File: src/hw/rtl/utf8d_pkg.sv
// ----------------------------------------------------------------------------
// UTF-8 decoder package
// Shared types, constants and the lead byte classifier.
// ----------------------------------------------------------------------------
package utf8d_pkg;

    localparam int unsigned BYTE_W      = 8;
    localparam int unsigned CHAR_W      = 32;
    localparam int unsigned PEND_W      = 3;
    localparam int unsigned SHIFT_W     = 5;
    localparam int unsigned FIFO_DEPTH  = 4;
    localparam int unsigned FIFO_AW     = $clog2(FIFO_DEPTH);
    localparam int unsigned FIFO_CW     = $clog2(FIFO_DEPTH + 1);

    localparam logic [BYTE_W-1:0] TOP_BIT     = 8'h80;
    localparam logic [CHAR_W-1:0] REPLACEMENT = 32'h0000_FFFD;
    localparam logic [SHIFT_W-1:0] BITS_PER_CHUNK = 5'd6;

    typedef struct packed {
        logic [1:0]        num;
        logic [CHAR_W-1:0] first;
        logic [CHAR_W-1:0] second;
    } t_result;

    function automatic logic [BYTE_W-1:0] class_mask(input logic [PEND_W-1:0] cls);
        logic [BYTE_W-1:0] mask;
        if (cls == '0) begin
            mask = '0;
        end else begin
            mask = 8'hFF << (3'd7 - cls);
        end
        return mask;
    endfunction

    function automatic logic [PEND_W-1:0] lead_class(
        input logic [BYTE_W-1:0] b,
        input int unsigned       max_seq
    );
        logic [PEND_W-1:0] cls;
        logic              found;
        cls   = '0;
        found = 1'b0;
        for (int k = 5; k > 0; k--) begin
            if (!found && k < max_seq &&
                (class_mask(PEND_W'(k)) & b) == class_mask(PEND_W'(k))) begin
                cls   = PEND_W'(k);
                found = 1'b1;
            end
        end
        return cls;
    endfunction

endpackage

File: src/hw/rtl/utf8d_core.sv
// ----------------------------------------------------------------------------
// UTF-8 decoder core
// Holds the sequence state and turns one byte into up to two characters.
// ----------------------------------------------------------------------------
module utf8d_core
    import utf8d_pkg::*;
#(
    parameter int unsigned MAX_SEQUENCE_BYTES = 6,
    parameter int unsigned COUNT_BITS         = 24
) (
    input  logic              i_clk,
    input  logic              i_rst_n,
    input  logic              i_valid,
    input  logic [BYTE_W-1:0] i_byte,
    output t_result           o_result
);

    logic [PEND_W-1:0]     r_pending, n_pending;
    logic [CHAR_W-1:0]     r_acc, n_acc;
    logic [COUNT_BITS-1:0] r_count, n_count;

    logic [PEND_W-1:0]     cls;
    logic [PEND_W-1:0]     pend_dec;
    logic [CHAR_W-1:0]     acc_sum;
    logic [CHAR_W-1:0]     count_word;
    logic [BYTE_W-1:0]     payload;

    always_comb begin
        cls        = lead_class(i_byte, MAX_SEQUENCE_BYTES);
        payload    = i_byte ^ class_mask(cls);
        pend_dec   = r_pending - 3'd1;
        acc_sum    = r_acc + (CHAR_W'(i_byte & ~TOP_BIT)
                              << (SHIFT_W'(pend_dec) * BITS_PER_CHUNK));
        count_word = CHAR_W'(r_count);

        n_pending = r_pending;
        n_acc     = r_acc;
        n_count   = r_count;
        o_result  = '{num: 2'd0, first: '0, second: '0};

        if (i_valid) begin
            if (i_byte == '0) begin
                if (r_pending != '0) begin
                    o_result = '{num: 2'd2, first: REPLACEMENT, second: count_word};
                end else begin
                    o_result = '{num: 2'd1, first: count_word, second: '0};
                end
                n_pending = '0;
                n_acc     = '0;
                n_count   = '0;
            end else if (r_pending != '0) begin
                if ((i_byte & TOP_BIT) == '0) begin
                    o_result  = '{num: 2'd1, first: REPLACEMENT, second: '0};
                    n_pending = '0;
                    n_acc     = '0;
                end else begin
                    n_pending = pend_dec;
                    if (pend_dec == '0) begin
                        o_result = '{num: 2'd1, first: acc_sum, second: '0};
                        n_acc    = '0;
                    end else begin
                        n_acc = acc_sum;
                    end
                end
            end else begin
                if (r_count != '1) begin
                    n_count = r_count + 1'b1;
                end
                if (cls == '0) begin
                    o_result = '{num: 2'd1, first: CHAR_W'(i_byte), second: '0};
                end else begin
                    n_acc     = CHAR_W'(payload) << (SHIFT_W'(cls) * BITS_PER_CHUNK);
                    n_pending = cls;
                end
            end
        end
    end

    always_ff @(posedge i_clk) begin
        if (!i_rst_n) begin
            r_pending <= '0;
            r_acc     <= '0;
            r_count   <= '0;
        end else begin
            r_pending <= n_pending;
            r_acc     <= n_acc;
            r_count   <= n_count;
        end
    end

endmodule

File: src/hw/rtl/utf8d_fifo.sv
// ----------------------------------------------------------------------------
// UTF-8 decoder result queue
// Small queue that takes up to two characters per cycle and gives one while popped.
// ----------------------------------------------------------------------------
module utf8d_fifo
    import utf8d_pkg::*;
(
    input  logic               i_clk,
    input  logic               i_rst_n,
    input  t_result            i_push,
    input  logic               i_pop,
    output logic               o_valid,
    output logic [CHAR_W-1:0]  o_data,
    output logic               o_room2
);

    logic [CHAR_W-1:0]  r_mem [FIFO_DEPTH];
    logic [FIFO_AW-1:0] r_wptr, n_wptr;
    logic [FIFO_AW-1:0] r_rptr, n_rptr;
    logic [FIFO_CW-1:0] r_count, n_count;
    logic               pop_ok;

    always_comb begin
        pop_ok  = i_pop && (r_count != '0);
        n_wptr  = r_wptr + FIFO_AW'(i_push.num);
        n_rptr  = r_rptr + FIFO_AW'(pop_ok);
        n_count = r_count + FIFO_CW'(i_push.num) - FIFO_CW'(pop_ok);
        o_valid = (r_count != '0);
        o_data  = r_mem[r_rptr];
        o_room2 = (r_count <= FIFO_CW'(FIFO_DEPTH - 2));
    end

    always_ff @(posedge i_clk) begin
        if (i_push.num != 2'd0) begin
            r_mem[r_wptr] <= i_push.first;
        end
        if (i_push.num == 2'd2) begin
            r_mem[r_wptr + FIFO_AW'(1)] <= i_push.second;
        end
    end

    always_ff @(posedge i_clk) begin
        if (!i_rst_n) begin
            r_wptr  <= '0;
            r_rptr  <= '0;
            r_count <= '0;
        end else begin
            r_wptr  <= n_wptr;
            r_rptr  <= n_rptr;
            r_count <= n_count;
        end
    end

endmodule

File: src/hw/rtl/utf8_stream_decoder_top.sv
// ----------------------------------------------------------------------------
// UTF-8 stream decoder
// Decodes legacy UTF-8 sequences of up to six bytes into character values.
//
//   Port group   Dir  Word                  Content
//   s_axis       in   8-bit tdata           one byte of the string
//   m_axis       out  32-bit tdata          character, 0xFFFD, or end count
//
// One byte is taken per cycle while the result queue has room. A byte is held
// in the input register, then the decode logic writes its characters into a
// four-word result queue.
// The input stalls only while the queue holds more than two words.
// Reset is synchronous and clears the sequence state and the queue.
// ----------------------------------------------------------------------------
module utf8_stream_decoder_top
    import utf8d_pkg::*;
#(
    parameter int unsigned MAX_SEQUENCE_BYTES = 6,
    parameter int unsigned COUNT_BITS         = 24
) (
    input  logic              i_clk,
    input  logic              i_rst_n,
    input  logic              i_s_axis_tvalid,
    output logic              o_s_axis_tready,
    input  logic [BYTE_W-1:0] i_s_axis_tdata,   // [7:0] byte_in
    output logic              o_m_axis_tvalid,
    input  logic              i_m_axis_tready,
    output logic [CHAR_W-1:0] o_m_axis_tdata    // [31:0] code_point
);

    logic              r_in_valid, n_in_valid;
    logic [BYTE_W-1:0] r_in_byte;
    logic              room2;
    logic              process;
    t_result           result;

    always_comb begin
        process         = r_in_valid && room2;
        o_s_axis_tready = !r_in_valid || room2;
        n_in_valid      = (i_s_axis_tvalid && o_s_axis_tready) || (r_in_valid && !process);
    end

    always_ff @(posedge i_clk) begin
        if (!i_rst_n) begin
            r_in_valid <= 1'b0;
        end else begin
            r_in_valid <= n_in_valid;
        end
    end

    always_ff @(posedge i_clk) begin
        if (i_s_axis_tvalid && o_s_axis_tready) begin
            r_in_byte <= i_s_axis_tdata;
        end
    end

    utf8d_core #(
        .MAX_SEQUENCE_BYTES (MAX_SEQUENCE_BYTES),
        .COUNT_BITS         (COUNT_BITS)
    ) u_core (
        .i_clk    (i_clk),
        .i_rst_n  (i_rst_n),
        .i_valid  (process),
        .i_byte   (r_in_byte),
        .o_result (result)
    );

    utf8d_fifo u_fifo (
        .i_clk   (i_clk),
        .i_rst_n (i_rst_n),
        .i_push  (result),
        .i_pop   (i_m_axis_tready),
        .o_valid (o_m_axis_tvalid),
        .o_data  (o_m_axis_tdata),
        .o_room2 (room2)
    );

endmodule

File: config.mk
export PLATFORM = sky130hd
export DESIGN_NAME = utf8_stream_decoder_top
export DESIGN_NICKNAME = d
export VERILOG_FILES = /design/src/hw/rtl/utf8d_pkg.sv /design/src/hw/rtl/utf8d_core.sv /design/src/hw/rtl/utf8d_fifo.sv /design/src/hw/rtl/utf8_stream_decoder_top.sv
export SDC_FILE = /design/constraint.sdc
export NUM_CORES = 1
export LEC_CHECK = 0
export BUFFER_PORTS_ARGS = -buffer_cell sky130_fd_sc_hd__buf_2
export CORE_MARGIN = 2
export CORE_UTILIZATION = 45
export CTS_CLUSTER_SIZE = 8
export DETAILED_ROUTE_END_ITERATION = 8
export GPL_TIMING_DRIVEN = 0
export HOLD_SLACK_MARGIN = 0.02
export PLACE_DENSITY = 0.6
export SLEW_MARGIN = 20
export SYNTH_ARGS = -nofsm -noshare
export SYNTH_HDL_FRONTEND = slang
export SYNTH_SLANG_ARGS = --single-unit
export TNS_END_PERCENT = 5
File: constraint.sdc
create_clock -name i_clk -period 7.4 [get_ports i_clk]
set_input_delay 1.48 -clock i_clk [delete_from_list [all_inputs] [get_ports i_clk]]
set_output_delay 1.48 -clock i_clk [all_outputs]
set_load 0.005 [all_outputs]
==> flow_summary.json <==
{
  "status": "complete, no violations",
  "synth-simple-area-share": 0.175,
  "leakagePower_nw": 5.01,
  "cts_buffers": 29,
  "hold_ws_ns": 0.450,
  "cts_buffer_depth": 3,
  "clk_pin_slew_worst_paths_ns": 0.06,
  "place_area_sq_um": 13500,
  "placedCellCount": 1793,
  "dp.final_hpwl_microns": 32100,
  "synthToLayoutAreaGrowth_pct": 12.1,
  "path_max_fanout": 10,
  "dieArea_sq_um": 29800,
  "antenna_found_initial": 0,
  "synth.area.top_cells": "edfxtp_1, dfxtp_1, mux4_2",
  "rsz0062_at_grt": "no",
  "crit_family": "compound AO/OA/AOI/OAI gates",
  "port_buffers": 45,
  "die_h_microns": 173,
  "powerDensity_nw_per_um2": 292,
  "hold_start": "u_fifo.r_mem[2][28]$_SDFFE_PP0P_",
  "diodes": 0,
  "worst_pin_slew_ns": 1.07,
  "holdPathStages": 2,
  "hold_class": "register to register",
  "clkLatencyLatePin_ns": 0.56,
  "synth_most_common_cell": "nor2_1",
  "synthMuxAreaShare": 0.0645,
  "cts_setup_buffers": 0,
  "start_kind": "register",
  "vias_per_cell": 6.19,
  "grt.overflow.total": 0,
  "r2r-end": "u_fifo.r_mem[0][18]$_DFFE_PP_",
  "dr.pass1.iters": 5,
  "setup-tns-final_ns": 0,
  "synth.cell_area_sq_um": 12800,
  "root_buffer": "clkbuf_16",
  "vias": 11400,
  "critical_path_class": "register to register",
  "synth_flop_cell": "edfxtp_1",
  "synth-edff-count": 104,
  "fin_cells": 1843,
  "setup_viol": 0,
  "fmaxAchievable_mhz": 162,
  "crit_buf_inv": 4,
  "drc": 0,
  "final_util": 0.514,
  "cpMaxStageDelayCell": "xnor2_1",
  "hold_buffers": 0,
  "synth_warnings": 0,
  "synth_nets": 1432,
  "io_pins": 46,
  "cp.arrival_ns": 6.48,
  "ys_seq_area_frac": 0.398,
  "routed_wl_microns": 42600,
  "synth_fa_ha_area_frac": 0.0517,
  "cpPeakStageDelay_ns": 0.62,
  "p_total_mw": 4.20,
  "drive_above_1_share": 0.116,
  "drtAntennaViolNets": 0,
  "min_period_over_period": 0.836,
  "min_to": "u_fifo.r_mem[2][28]$_SDFFE_PP0P_",
  "post-route-min-period_ns": 6.19,
  "cp_num_cells": 20,
  "yosys.area_share.xor_xnor": 0.0362,
  "numClockSinks": 203,
  "cts_tree": "done",
  "synth-compound-area-share": 0.226,
  "yosysUniqueCellTypes": 88,
  "worst_ep_required_time_ns": 7.70,
  "finalMaxSlewViolations": 0,
  "synth_top_family_by_area": "compound AO/OA/AOI/OAI gates",
  "avgSynthCellArea_sq_um": 9.35,
  "synthTopCellsByCount": "nor2_1, nand2_1, edfxtp_1, dfxtp_1, o21ai_0",
  "num-nets-final": 1508,
  "drt-initial-drc-count": 1072,
  "gp_congestion": 0.970,
  "reg2reg_slack_ns": 1.21,
  "core_area_sq_um": 27900,
  "grt_pass1_wl_microns": 65300,
  "max-vdd-ir-drop_uv": 191,
  "final_area_sq_um": 14400,
  "groute.usage.overall": 0.281,
  "initial_core_util": 0.459,
  "yosys.area.top_type": "edfxtp_1",
  "fp-row-count": 61,
  "maxCapViolations": 0,
  "fin_ws_ns": 1.21,
  "cp_cell_sequence": "clkbuf_1 -> inv_1 -> ha_1 -> xnor2_1 -> fa_1 -> xnor2_1 -> clkbuf_1 -> nand2_1 -> nor2_1 -> ha_1 -> inv_1 -> fa_1 -> nor2b_4 -> o31a_1 -> o21a_1 -> o21a_1 -> o21ai_0 -> a21boi_0 -> nor2_1 -> a22o_1",
  "relSlewSlack": 0.279,
  "hold_viol_final": 0,
  "pre_cts_slack_ns": 1.36,
  "synth-seq-cells": 203,
  "endpoint_kind": "register",
  "synth_cells": 1370,
  "yosysTopAreaCellShare": 0.244,
  "grt_max_degree": 25,
  "cts_resized": 0,
  "nFillCells": 2692,
  "routedWlPerCell_microns": 23.1,
  "grt_pass1_vias": 10900,
  "skew_ns": 0.0164,
  "r2r-start": "u_core.r_pending[0]$_SDFFE_PN0P_",
  "h-tree-depth": 1,
  "ys_async_sr_fraction": 0,
  "reg2reg_depth": 20,
  "die-width_microns": 173
}
[worst reg2reg max path: stages, from the launching register on]
cell and delay [ns]:
dfxtp_1 0.36, clkbuf_1 0.36, inv_1 0.23, ha_1 0.30, xnor2_1 0.63, fa_1 0.36
xnor2_1 0.15, clkbuf_1 0.35, nand2_1 0.23, nor2_1 0.15, ha_1 0.22, inv_1 0.07
fa_1 0.44, nor2b_4 0.13, o31a_1 0.20, o21a_1 0.18, o21a_1 0.16, o21ai_0 0.16
a21boi_0 0.62, nor2_1 0.32, a22o_1 0.30
[per-layer routing]
| metal | GRT usage | share of wire |
|---|---|---|
| met1 | 0.370 | 0.41 |
| met2 | 0.461 | 0.46 |
| met3 | 0.0416 | 0.079 |
| met4 | 0.121 | 0.044 |
| met5 | 0 | 0 |
[cells by family (layout without fill, tap and decap cells)]
family,Yosys count,in the layout
fa+ha+maj,50,50
xor+xnor,53,53
compound gates,420,420
simple gates,459,459
flops,203,203
mux,41,41
buf+inv,144,239
[report_power, final]
part | total, mW | internal [mW] | switching [mW]
combinational | 1.64 | 0.539 | 1.10
clock | 1.27 | 0.761 | 0.510
sequential | 1.28 | 1.25 | 0.0360
[final cells by class]
class | instances | area, sq um | share of cell area
multi-input combinational | 1023 | 7090 | 0.493
sequential | 203 | 5100 | 0.355
inverter | 45 | 169 | 0.0118
timing repair buffer | 45 | 225 | 0.0157
tap | 378 | 473 | 0.0329
clock buffer | 48 | 797 | 0.0555
clock inverter | 2 | 50.0 | 0.00348
buffer | 99 | 457 | 0.0318
[cell usage in the layout (no fill, tap or decap), types with 6 or more instances in the layout]
cell	instances
a211oi_1	15
a21o_1	10
a21oi_1	75
a221oi_1	14
a22o_1	78
a31oi_1	18
and2_1	22
and3_1	13
buf_2	58
buf_6	6
clkbuf_1	91
clkbuf_16	29
dfxtp_1	99
edfxtp_1	104
ha_1	45
inv_1	40
mux4_2	33
nand2_1	118
nand2b_1	12
nand3_1	36
nand4_1	16
nor2_1	135
nor2_2	7
nor2b_1	11
nor3_1	35
nor4_1	8
o211ai_1	7
o21a_1	9
o21ai_0	86
o21ai_1	35
o221ai_1	6
o22ai_1	9
or3_1	15
xnor2_1	45
xor2_1	8
[registers in the layout, summed over array words and instances, names as in the netlist]
register	cells
u_fifo.r_mem	128
u_core.r_acc	32
u_core.r_count	24
r_in_byte	8
u_core.r_pending	3
u_fifo.r_count	3
u_fifo.r_rptr	2
u_fifo.r_wptr	2
r_in_valid	1
[how the worst max path moves through the flow]
stage,from,end,slack (ns)
2_1_floorplan,u_core.r_pending[0]$_SDFFE_PN0P_,u_fifo.r_mem[1][20]$_DFFE_PP_,2.40
3_3_place_gp,u_core.r_pending[0]$_SDFFE_PN0P_,u_core.r_acc[25]$_SDFFE_PN0P_,1.43
3_5_place_dp,u_core.r_pending[0]$_SDFFE_PN0P_,u_fifo.r_mem[1][22]$_DFFE_PP_,1.36
4_1_cts,u_core.r_pending[0]$_SDFFE_PN0P_,u_fifo.r_mem[1][22]$_DFFE_PP_,1.31
5_1_grt,u_core.r_pending[0]$_SDFFE_PN0P_,u_fifo.r_mem[3][22]$_DFFE_PP_,0.74
6_report,u_core.r_pending[0]$_SDFFE_PN0P_,u_fifo.r_mem[0][18]$_DFFE_PP_,1.21
Power figures use the tool's default switching activity.
